### config.mk
export PLATFORM = sky130hd
export DESIGN_NAME = config_command_line_parser
export DESIGN_NICKNAME = d
export VERILOG_FILES = /design/src/hw/rtl/ccl_pkg.sv /design/src/hw/rtl/config_command_line_parser.sv
export SDC_FILE = /design/constraint.sdc
export NUM_CORES = 1
export LEC_CHECK = 0
export BUFFER_PORTS_ARGS = -buffer_cell sky130_fd_sc_hd__buf_2
export CELL_PAD_IN_SITES_DETAIL_PLACEMENT = 1
export CELL_PAD_IN_SITES_GLOBAL_PLACEMENT = 1
export CORE_UTILIZATION = 49
export DETAILED_ROUTE_END_ITERATION = 10
export PLACE_DENSITY_LB_ADDON = 0.1
export SYNTH_ARGS = -nofsm -noshare
export SYNTH_HDL_FRONTEND = slang
export SYNTH_SLANG_ARGS = --single-unit
### constraint.sdc
create_clock -name clk_i -period 17.97 [get_ports clk_i]
set_input_delay 3.594 -clock clk_i [delete_from_list [all_inputs] [get_ports clk_i]]
set_output_delay 3.594 -clock clk_i [all_outputs]
set_load 0.005 [all_outputs]
### src/hw/rtl/ccl_pkg.sv
package ccl_pkg;

  // Request operation codes
  typedef enum logic [1:0] {
    OpRxByte   = 2'd0,
    OpTake     = 2'd1,
    OpTakeNode = 2'd2,
    OpNone     = 2'd3
  } op_e;

  // Configuration register indexes
  localparam logic CfgIntervalMin = 1'b0;
  localparam logic CfgIntervalMax = 1'b1;

  localparam logic [31:0] IntervalMinRst = 32'd15;
  localparam logic [31:0] IntervalMaxRst = 32'd604800;

  // Characters
  localparam logic [7:0] CharNul   = 8'h00;
  localparam logic [7:0] CharLf    = 8'h0A;
  localparam logic [7:0] CharCr    = 8'h0D;
  localparam logic [7:0] CharSpace = 8'h20;
  localparam logic [7:0] CharZero  = 8'h30;
  localparam logic [7:0] CharNine  = 8'h39;
  localparam logic [7:0] CharC     = 8'h43;
  localparam logic [7:0] CharF     = 8'h46;
  localparam logic [7:0] CharG     = 8'h47;

  // Expected prefix character for each prefix phase
  function automatic logic [7:0] prefix_char(input logic [1:0] idx);
    logic [7:0] ch;
    unique case (idx)
      2'd0:    ch = CharC;
      2'd1:    ch = CharF;
      2'd2:    ch = CharG;
      default: ch = CharSpace;
    endcase
    return ch;
  endfunction

endpackage

### src/hw/rtl/config_command_line_parser.sv
// A request is registered in the input register at acceptance; its take result is then
// registered in the result register. Throughput: one request per cycle unless a stalled
// take result holds the input register; the parse state and pending slot update in the
// single stage between the input register and the result register.
// Reset: parse state, line count and the pending slot clear; interval bounds return to
// 15 and 604800.
module config_command_line_parser #(
  parameter int LINE_BYTES = 64
) (
  input  logic        clk_i,
  input  logic        rst_ni,
  // request channel
  input  logic        in_valid_i,
  output logic        in_stall_o,
  input  logic [1:0]  operation_i,
  input  logic [7:0]  rx_byte_i,
  input  logic [31:0] wanted_node_i,
  // result channel
  output logic        out_valid_o,
  input  logic        out_stall_i,
  output logic        taken_o,
  output logic [31:0] node_out_o,
  output logic [31:0] transaction_out_o,
  output logic [31:0] revision_out_o,
  output logic [31:0] interval_out_o,
  // configuration write port
  input  logic        cfg_we_i,
  input  logic        cfg_index_i,
  input  logic [31:0] cfg_wdata_i
);

  localparam int CntW = $clog2(LINE_BYTES);
  localparam logic [CntW-1:0] CntLast = CntW'(LINE_BYTES - 1);

  // Parse phase codes
  localparam logic [2:0] PhPrefix0 = 3'd0;
  localparam logic [2:0] PhField0  = 3'd4;
  localparam logic [2:0] PhField3  = 3'd7;

  // Configuration registers
  logic [31:0] interval_min_q, interval_max_q;

  always_ff @(posedge clk_i or negedge rst_ni) begin
    if (!rst_ni) begin
      interval_min_q <= ccl_pkg::IntervalMinRst;
      interval_max_q <= ccl_pkg::IntervalMaxRst;
    end else if (cfg_we_i) begin
      unique case (cfg_index_i)
        ccl_pkg::CfgIntervalMin: interval_min_q <= cfg_wdata_i;
        default:                 interval_max_q <= cfg_wdata_i;
      endcase
    end
  end

  // Input register
  logic        s1_valid_q;
  logic [1:0]  s1_op_q;
  logic [7:0]  s1_byte_q;
  logic [31:0] s1_node_q;
  logic        s1_has_result;
  logic        advance;
  logic        in_accept;
  logic        out_valid_q;

  assign s1_has_result = (s1_op_q == ccl_pkg::OpTake) || (s1_op_q == ccl_pkg::OpTakeNode);
  assign advance       = !(s1_has_result && out_valid_q && out_stall_i);
  assign in_stall_o    = s1_valid_q && !advance;
  assign in_accept     = in_valid_i && !in_stall_o;

  always_ff @(posedge clk_i or negedge rst_ni) begin
    if (!rst_ni) begin
      s1_valid_q <= 1'b0;
    end else if (in_accept) begin
      s1_valid_q <= 1'b1;
    end else if (advance) begin
      s1_valid_q <= 1'b0;
    end
  end

  always_ff @(posedge clk_i) begin
    if (in_accept) begin
      s1_op_q   <= operation_i;
      s1_byte_q <= rx_byte_i;
      s1_node_q <= wanted_node_i;
    end
  end

  // Parse state and pending slot
  logic [CntW-1:0] count_q, count_d;
  logic [2:0]      phase_q, phase_d;
  logic            bad_q, bad_d;
  logic            ended_q, ended_d;
  logic            digit_q, digit_d;
  logic [31:0]     acc_q, acc_d;
  logic [31:0]     fs_q [3];
  logic            fs_we;
  logic [1:0]      fs_idx;
  logic            pend_valid_q, pend_valid_d;
  logic [31:0]     pend_q [4];
  logic            pend_we;

  logic            do_step;
  logic            is_eol, is_digit, commit, hit;
  logic [35:0]     acc_next;

  assign do_step  = s1_valid_q && advance;
  assign is_eol   = (s1_byte_q == ccl_pkg::CharLf) || (s1_byte_q == ccl_pkg::CharCr);
  assign is_digit = (s1_byte_q >= ccl_pkg::CharZero) && (s1_byte_q <= ccl_pkg::CharNine);
  // acc * 10 + digit
  assign acc_next = 36'({acc_q, 3'b000}) + 36'({acc_q, 1'b0})
                  + 36'(4'(s1_byte_q - ccl_pkg::CharZero));
  assign fs_idx   = 2'(phase_q - PhField0);

  assign commit = !bad_q && (phase_q == PhField3) && digit_q
               && (fs_q[0] != '0) && (fs_q[1] != '0) && (fs_q[2] != '0)
               && (acc_q >= interval_min_q) && (acc_q <= interval_max_q);

  assign hit = pend_valid_q
            && ((s1_op_q == ccl_pkg::OpTake) || (pend_q[0] == s1_node_q));

  always_comb begin
    count_d      = count_q;
    phase_d      = phase_q;
    bad_d        = bad_q;
    ended_d      = ended_q;
    digit_d      = digit_q;
    acc_d        = acc_q;
    fs_we        = 1'b0;
    pend_we      = 1'b0;
    pend_valid_d = pend_valid_q;
    if (do_step) begin
      unique case (s1_op_q)
        ccl_pkg::OpRxByte: begin
          if (is_eol) begin
            // close the line, latch a good command, restart
            if (count_q != '0) begin
              pend_we = commit;
              if (commit) begin
                pend_valid_d = 1'b1;
              end
              count_d = '0;
              phase_d = PhPrefix0;
              bad_d   = 1'b0;
              ended_d = 1'b0;
              digit_d = 1'b0;
              acc_d   = '0;
            end
          end else if (count_q < CntLast) begin
            count_d = count_q + 1'b1;
            if (!ended_q && !bad_q) begin
              priority if (s1_byte_q == ccl_pkg::CharNul) begin
                ended_d = 1'b1;
              end else if (phase_q < PhField0) begin
                // match the prefix
                if (s1_byte_q == ccl_pkg::prefix_char(phase_q[1:0])) begin
                  phase_d = phase_q + 1'b1;
                end else begin
                  bad_d = 1'b1;
                end
              end else if (is_digit) begin
                // accumulate, reject on 32-bit overflow
                if (acc_next[35:32] != '0) begin
                  bad_d = 1'b1;
                end else begin
                  acc_d   = acc_next[31:0];
                  digit_d = 1'b1;
                end
              end else if (!digit_q || phase_q == PhField3
                           || s1_byte_q != ccl_pkg::CharSpace) begin
                bad_d = 1'b1;
              end else begin
                // store the field and move to the next
                fs_we   = 1'b1;
                acc_d   = '0;
                digit_d = 1'b0;
                phase_d = phase_q + 1'b1;
              end
            end
          end else begin
            // drop the overflowing byte and restart the line
            count_d = '0;
            phase_d = PhPrefix0;
            bad_d   = 1'b0;
            ended_d = 1'b0;
            digit_d = 1'b0;
            acc_d   = '0;
          end
        end
        ccl_pkg::OpTake, ccl_pkg::OpTakeNode: begin
          if (hit) begin
            pend_valid_d = 1'b0;
          end
        end
        default: begin
        end
      endcase
    end
  end

  always_ff @(posedge clk_i or negedge rst_ni) begin
    if (!rst_ni) begin
      count_q      <= '0;
      phase_q      <= PhPrefix0;
      bad_q        <= 1'b0;
      ended_q      <= 1'b0;
      digit_q      <= 1'b0;
      acc_q        <= '0;
      pend_valid_q <= 1'b0;
    end else begin
      count_q      <= count_d;
      phase_q      <= phase_d;
      bad_q        <= bad_d;
      ended_q      <= ended_d;
      digit_q      <= digit_d;
      acc_q        <= acc_d;
      pend_valid_q <= pend_valid_d;
    end
  end

  // Field store and pending slot payload
  always_ff @(posedge clk_i) begin
    if (fs_we) begin
      fs_q[fs_idx] <= acc_q;
    end
    if (pend_we) begin
      pend_q[0] <= fs_q[0];
      pend_q[1] <= fs_q[1];
      pend_q[2] <= fs_q[2];
      pend_q[3] <= acc_q;
    end
  end

  // Result register
  logic        load_out;
  logic        taken_q;
  logic [31:0] node_q, trans_q, rev_q, ivl_q;

  assign load_out = do_step && s1_has_result;

  always_ff @(posedge clk_i or negedge rst_ni) begin
    if (!rst_ni) begin
      out_valid_q <= 1'b0;
    end else if (load_out) begin
      out_valid_q <= 1'b1;
    end else if (!out_stall_i) begin
      out_valid_q <= 1'b0;
    end
  end

  always_ff @(posedge clk_i) begin
    if (load_out) begin
      taken_q <= hit;
      node_q  <= hit ? pend_q[0] : '0;
      trans_q <= hit ? pend_q[1] : '0;
      rev_q   <= hit ? pend_q[2] : '0;
      ivl_q   <= hit ? pend_q[3] : '0;
    end
  end

  assign out_valid_o       = out_valid_q;
  assign taken_o           = taken_q;
  assign node_out_o        = node_q;
  assign transaction_out_o = trans_q;
  assign revision_out_o    = rev_q;
  assign interval_out_o    = ivl_q;

endmodule

==> results.yml, run 1 <==
outcome:
  status: "complete, no violations"
global_routing:
  grt_antenna_before_repair: 0
  grt_pass1_vias: 13600
  largest_net_degree_at_the_start_of_global_routing: 131
  grt_overflow: 0
  grt_first_pass_wirelength_um: 81300
  grt_usage_pct: 24.4
route:
  initialDrtViolationCount: 745
  routed_length_per_instance_um: 22.6
  detail_route.wirelength_um: 53900
  vias_per_cell: 5.43
  firstDrtPassIters: 5
  antenna_violating_nets_post_route: 0
  drc_errors: 0
  overall_via_count_from_detail_route: 13000
critical_path:
  crit_path_max_delay_cell_type: "sky130_fd_sc_hd__nand4_1"
  cpMostUsedCell: "sky130_fd_sc_hd__buf_2"
  critical_path.n_buffers_inverters: 3
  worst_ep_arrival_time_ns: 4.10
  setup.worst_path.class: "primary input to output port"
  path_max_fanout: 3
  crit_path_start_kind: "primary input"
  critPathMaxStageDelay_ns: 0.17
  critical_path.endpoint_type: "output port"
  worstPathCellList: "buf_2 -> nand4_1 -> inv_1 -> buf_2"
  required_ns: 14.38
  critical_path.top_delay_family: "buffers and inverters"
clock_tree:
  clock_tree_from_tritoncts: "yes"
  total_setup_buffers_inserted_after_cts: 0
  htree_levels: 2
  cts.sinks: 506
  ctsLongestPathBuffers: 3
  cts-hold-fix-buffers: 0
  numCtsBuffers: 51
  worstSkewPairLatency_ns: 0.61
  cts_resized: 0
  clkSlewWorstSetupHoldPaths_ns: 0.06
  ctsRootBufferMaster: "sky130_fd_sc_hd__clkbuf_16"
layout:
  layout-drive-gt1-share_pct: 22.0
  nFillCells: 4273
  mostFrequentLayoutCell: "sky130_fd_sc_hd__edfxtp_1"
  area_taken_by_multi_input_logic_gates_sq_um: 6630
  top_library_cells_by_usage_in_the_layout_fill_and_taps_aside: "395 x sky130_fd_sc_hd__edfxtp_1, 209 x sky130_fd_sc_hd__buf_2, 136 x sky130_fd_sc_hd__ha_1, 132 x sky130_fd_sc_hd__and2_1, 100 x sky130_fd_sc_hd__dfrtp_1"
  ff_latch_area_sq_um: 14700
  area.growth.synth_to_final_pct: 15.6
  num-nets-final: 1976
yosys:
  postSynthNetCount: 1745
  synth.distinct_cells: 67
  synthesis.area_per_instance_sq_um: 14.3
  synthesis.instances: 1527
  postSynth.asyncResetShare_pct: 21.9
  synth_area_sq_um: 21800
  post_synth_edffs: 395
  yosys_register_bits: 506
  yosys_most_used_dff: "sky130_fd_sc_hd__edfxtp_1"
  synth-seq-area-share_pct: 67.2
  synth_warnings: 0
timing:
  setup_viol_count_final: 0
  max_slew.worst_pin.slew_ns: 1.04
  fmax_mhz: 130
  slew-limit-headroom_pct: 30.7
  final_critical_period_ns: 7.69
  period_share_pct: 42.8
  clock_skew_ns: 0.0281
  worst_slack_ns: 10.28
  grt_setup_unrepaired: "no"
  final_max_slew_viol_count: 0
  hold_violations: 0
  setup_total_negative_slack_ns: 0
power:
  share_clk_of_total_power_pct: 41.8
  power.net_switching_mw: 0.568
  power.internal_mw: 1.97
  pwr-share-comb_pct: 5.6
  vdd.ir_drop.worst_v: 0.0000833
  p_leak_nw: 10.5
  powerDensity_nw_per_um2: 101
  switching_share_pct: 22.3
  seq_power_share_pct: 52.6
place:
  port_buffers: 210
  gp_congestion: 0.851
  post_dp_hpwl_um: 37700
  dpl_worst_slack_ns: 10.27
worst_hold_path:
  hold_class: "register to register"
floorplanning:
  start_util_pct: 50.2
  fp.dieArea_sq_um: 45400
  placementRows: 76
  dieWidth_um: 213
  dieHeight_um: 213
  core_area_sq_um: 43500
  boundaryPins: 211
job:
  number_of_maximum_capacitance_violations: 0
cells in the mapped netlist, types with 3 or more instances:
library cell | n | area share (%)
sky130_fd_sc_hd__o211a_1 | 3 | 0.14
sky130_fd_sc_hd__nor2_1 | 47 | 0.81
sky130_fd_sc_hd__ha_1 | 136 | 7.8
sky130_fd_sc_hd__nor3_1 | 11 | 0.25
sky130_fd_sc_hd__a211oi_1 | 3 | 0.10
sky130_fd_sc_hd__o21ai_1 | 3 | 0.069
sky130_fd_sc_hd__nand4_1 | 33 | 0.95
sky130_fd_sc_hd__buf_6 | 7 | 0.36
sky130_fd_sc_hd__o21ai_0 | 69 | 1.6
sky130_fd_sc_hd__a21o_1 | 33 | 1.1
sky130_fd_sc_hd__nor4_1 | 31 | 0.89
sky130_fd_sc_hd__a31oi_1 | 11 | 0.32
sky130_fd_sc_hd__buf_2 | 7 | 0.16
sky130_fd_sc_hd__nor2b_1 | 11 | 0.32
sky130_fd_sc_hd__inv_1 | 89 | 1.5
sky130_fd_sc_hd__dfstp_2 | 11 | 1.3
sky130_fd_sc_hd__a22o_1 | 4 | 0.16
sky130_fd_sc_hd__a21oi_1 | 52 | 1.2
sky130_fd_sc_hd__o21bai_1 | 4 | 0.14
sky130_fd_sc_hd__xnor2_1 | 54 | 2.2
sky130_fd_sc_hd__dfrtp_1 | 100 | 11
sky130_fd_sc_hd__o211ai_1 | 7 | 0.24
sky130_fd_sc_hd__buf_1 | 3 | 0.052
sky130_fd_sc_hd__mux2_2 | 34 | 1.8
sky130_fd_sc_hd__and3_1 | 5 | 0.14
sky130_fd_sc_hd__nand2b_1 | 9 | 0.26
sky130_fd_sc_hd__o31a_1 | 3 | 0.12
sky130_fd_sc_hd__nor3b_1 | 5 | 0.17
sky130_fd_sc_hd__edfxtp_1 | 395 | 54
sky130_fd_sc_hd__o31ai_1 | 5 | 0.17
sky130_fd_sc_hd__clkbuf_1 | 27 | 0.46
sky130_fd_sc_hd__xor2_1 | 10 | 0.40
sky130_fd_sc_hd__and2_1 | 133 | 3.8
sky130_fd_sc_hd__o21a_1 | 8 | 0.28
sky130_fd_sc_hd__o2111ai_1 | 3 | 0.12
sky130_fd_sc_hd__nand3_1 | 20 | 0.46
sky130_fd_sc_hd__a22o_2 | 28 | 1.3
sky130_fd_sc_hd__nand2_1 | 76 | 1.3
per-stage QoR:
step | hold slack [ns] | power, mW | util [%] | instance area (sq um) | std cells
2_1_floorplan | 0.427 | 1.44 | - | 21800 | 1527
3_5_place_dp | 0.436 | 1.51 | 54.1 | 23500 | 2290
3_3_place_gp | 0.432 | 1.50 | 54.1 | 23500 | 2290
6_report | 0.444 | 2.54 | 58.0 | 25200 | 2385
5_1_grt | 0.462 | 2.62 | 58.0 | 25200 | 2384
4_1_cts | 0.446 | 2.56 | 58.0 | 25200 | 2384
power by group through the flow:
stage / logic, mW / clock network, mW / registers, mW
after CTS: 0.147 / 1.08 / 1.34
final: 0.143 / 1.06 / 1.34
after detailed placement: 0.145 / 0 / 1.36
after global placement: 0.138 / 0 / 1.36
after floorplan: 0.0790 / 0 / 1.36
after global routing: 0.162 / 1.12 / 1.34
metal layers:
metal / global-route usage, % / share of wire, % / vias up / routed length, um
met5: 0 / 0 / - / 0
met4: 6.20 / 2.1 / 0 / 1110
met3: 3.79 / 4.6 / 60 / 2500
met2: 41.2 / 49 / 307 / 26600
met1: 32.9 / 44 / 6479 / 23700
li1: - / - / 6107 / -
logic make-up (layout without fill, tap and decap cells):
kind of cell               Yosys count  in the layout  synth area share, %
AOI/OAI and AO/OA                  258            258                 8.03
buffers and inverters              135            407                 2.64
other                                0              1                    0
adders and majority gates          138            138                 7.99
and+or+nand+nor                    391            391                 9.78
muxes                               35             35                 1.80
xor gates and xnor gates            64             64                 2.57
DFF                                506            506                 67.2
worst register-to-register path: stages (launching register included):
cell and delay [ns]:
sky130_fd_sc_hd__dfrtp_1 0.79, sky130_fd_sc_hd__ha_1 0.39, sky130_fd_sc_hd__a21o_1 0.17, sky130_fd_sc_hd__a21o_1 0.18, sky130_fd_sc_hd__a21oi_1 0.15, sky130_fd_sc_hd__o21ai_0 0.14, sky130_fd_sc_hd__a221oi_1 0.40, sky130_fd_sc_hd__nor3b_1 0.19
sky130_fd_sc_hd__nor4_4 0.27, sky130_fd_sc_hd__buf_4 0.76, sky130_fd_sc_hd__buf_4 0.72, sky130_fd_sc_hd__o21ai_0 0.24, sky130_fd_sc_hd__a22o_1 0.23
sequential cells by signal (all words and copies together), names as in the netlist, 2 cells and up:
name               flops
transaction_out_o     32
phase_q                3
interval_min_q        32
interval_max_q        32
revision_out_o        32
s1_op_q                2
s1_node_q             32
fs_q                  96
pend_q               128
count_q                6
s1_byte_q              8
interval_out_o        32
acc_q                 32
node_out_o            32
path summary, 6_finish.rpt:
kind	cells past startpoint	startpoint	slack, ns	end
max in group asynchronous	2	rst_ni	13.61	interval_max_q[25]
min in group asynchronous	1	rst_ni	3.02	count_q[1]
max	4	out_stall_i	10.28	in_stall_o
min reg2reg	0	fs_q[1][1]	0.44	pend_q[1][1]
max reg2reg	12	acc_q[21]	13.23	pend_valid_q
min	0	fs_q[1][1]	0.44	pend_q[1][1]
layout make-up:
cell class              count  area share, %
clock buffers              62           5.38
repair buffers            224           4.59
diodes                      1        0.00992
inverters                  89           1.32
well taps                 585           2.90
clock inverters            32           1.40
multi-input cells         886           26.3
flip-flops and latches    506           58.1
Power figures use the tool's default switching activity.
==> inputs of run 2 (changes only) <==
CORE_UTILIZATION = 45   (was 49)
clock period = 6.2 ns   (was 17.97 ns; I/O delays follow)
==> run 2 against run 1 <==
Via count hardly changed. Sequential power grew to 2.9 times the previous value. Combinational power grew to 3.0 times the previous value. Power grew to 2.9 times the previous value. Clock-buffer cell count is 3 higher. Register-to-register slack worse by 12 ns. Highest routed layer unchanged. Setup slack worse by 8.7 ns. Non-clock buffer count stayed put. Core utilization is 5.0 points lower. Design area is 0.31% higher. Routed wire length is 2.0% higher. Die area is 8.8% higher.
==> results.yml, run 2 (synthesis gave the netlist of run 1 again) <==
outcome:
  status: "complete, no violations"
route:
  detail_route.wirelength_um: 55000
  initialDrtViolationCount: 756
  antenna_violating_nets_post_route: 0
  drc_errors: 0
  vias_per_cell: 5.36
  routed_length_per_instance_um: 22.7
  firstDrtPassIters: 5
  overall_via_count_from_detail_route: 13000
worst_hold_path:
  hold_class: "register to register"
  number_of_instances_on_the_worst_hold_path: 0
  timing.hold.worst.start: "fs_q[2][4]"
floorplanning:
  dieWidth_um: 222
  placementRows: 80
  fp.dieArea_sq_um: 49300
  start_util_pct: 45.7
  core_area_sq_um: 47700
  boundaryPins: 211
  dieHeight_um: 222
place:
  post_dp_hpwl_um: 38700
  port_buffers: 210
  dpl_worst_slack_ns: 1.53
  gp_congestion: 0.834
timing:
  slew-limit-headroom_pct: 17.9
  hold_violations: 0
  final_max_slew_viol_count: 0
  period_share_pct: 75.3
  grt_setup_unrepaired: "no"
  setup_viol_count_final: 0
  final_critical_period_ns: 4.67
  clock_skew_ns: 0.0481
  fmax_mhz: 214
  max_slew.worst_pin.slew_ns: 1.22
  worst_slack_ns: 1.53
  setup_total_negative_slack_ns: 0
clock_tree:
  cts-hold-fix-buffers: 0
  total_setup_buffers_inserted_after_cts: 0
  ctsLongestPathBuffers: 3
  ctsRootBufferMaster: "sky130_fd_sc_hd__clkbuf_16"
  cts.sinks: 506
  clock_tree_from_tritoncts: "yes"
  cts_resized: 0
  htree_levels: 2
  clkSlewWorstSetupHoldPaths_ns: 0.06
  numCtsBuffers: 52
  worstSkewPairLatency_ns: 0.62
global_routing:
  grt_overflow: 0
  grt_first_pass_wirelength_um: 83800
  grt_antenna_before_repair: 3
  grt_pass1_vias: 13800
  grt_usage_pct: 22.6
  largest_net_degree_at_the_start_of_global_routing: 120
power:
  p_leak_nw: 10.4
  powerDensity_nw_per_um2: 294
  total_power_mw: 7.44
  vdd.ir_drop.worst_v: 0.000208
job:
  number_of_maximum_capacitance_violations: 0
critical_path:
  worst_reg2reg_path_depth: 13
  required_ns: 6.71
  critical_path.endpoint_type: "register"
  path_max_fanout: 17
  worst_ep_arrival_time_ns: 5.18
  timing.rr.start: "acc_q[0]"
  setup.worst_path.class: "register to register"
  worstSetupStartpoint: "acc_q[0]"
  crit_path_start_kind: "register"
layout:
  area.growth.synth_to_final_pct: 16.0
  top_library_cells_by_usage_in_the_layout_fill_and_taps_aside: "395 x sky130_fd_sc_hd__edfxtp_1, 209 x sky130_fd_sc_hd__buf_2, 136 x sky130_fd_sc_hd__ha_1, 132 x sky130_fd_sc_hd__and2_1, 100 x sky130_fd_sc_hd__dfrtp_1"
  n_antenna_cell: 0
  nFillCells: 4717
  num-nets-final: 1977
  largest_register_ffs: 128
  layout-drive-gt1-share_pct: 21.9
  layout_top_registers: "pend_q x128, fs_q x96"
  largest_register: "pend_q"
  mostFrequentLayoutCell: "sky130_fd_sc_hd__edfxtp_1"
run 2: cell types whose count changed in the layout (fill, tap and decap cells not counted), sizes merged:
cell and change:
bufinv +1, clkbuf +3, clkinv +1, clkinvlp -1, diode -1, inv -1
run 2: routing by layer:
layer / up-vias / routed length (um) / global-route usage (%)
li1: 6104 / - / -
met1: 6526 / 25000 / 30.9
met2: 251 / 27100 / 38.1
met3: 69 / 1860 / 2.96
met4: 0 / 1110 / 6.09
met5: - / 0 / 0
run 2: power by group:
part / internal [mW] / switching, mW
Clock: 1.80 / 1.34
Sequential: 3.80 / 0.0737
Combinational: 0.170 / 0.254
run 2: area by class of cell:
cell class | count | area, sq um | share of cell area [%]
repair buffers | 224 | 1180 | 4.68
multi-input cells | 886 | 6640 | 26.3
clock inverters | 32 | 319 | 1.26
clock buffers | 65 | 1390 | 5.50
flip-flops and latches | 506 | 14700 | 57.9
well taps | 615 | 769 | 3.04
inverters | 89 | 334 | 1.32
run 2: path summary, 6_finish.rpt:
| check | to | slack [ns] |
|---|---|---|
| worst max-delay path | acc_q[3] | 1.53 |
| worst min-delay path | pend_q[2][4] | 0.45 |
| worst max register to register | acc_q[3] | 1.53 |
| worst min register to register | pend_q[2][4] | 0.45 |
| max in group asynchronous | acc_q[17] | 4.13 |
| min in group asynchronous | pend_valid_q | 0.70 |
run 2: critical path, cell delays in order (launching register included):
cell and delay, ns:
sky130_fd_sc_hd__dfrtp_1 0.47, sky130_fd_sc_hd__inv_1 0.14, sky130_fd_sc_hd__fa_1 0.53, sky130_fd_sc_hd__fa_1 0.47, sky130_fd_sc_hd__nand2b_1 0.18, sky130_fd_sc_hd__a21oi_1 0.20, sky130_fd_sc_hd__o21ai_1 0.16, sky130_fd_sc_hd__o31a_1 0.36
sky130_fd_sc_hd__o31ai_1 0.34, sky130_fd_sc_hd__xnor2_1 0.18, sky130_fd_sc_hd__o211ai_2 0.18, sky130_fd_sc_hd__nor4_4 0.80, sky130_fd_sc_hd__buf_4 0.38, sky130_fd_sc_hd__a22o_2 0.19
run 2: through the flow:
step	hold WS [ns]	area, sq um	instances	utilization (%)
6_report	0.452	25300	2417	53.0
5_1_grt	0.455	25300	2417	53.0
4_1_cts	0.450	25300	2417	53.0
3_5_place_dp	0.435	23600	2320	49.4
3_3_place_gp	0.433	23600	2320	49.4
2_1_floorplan	0.427	21900	1527	-
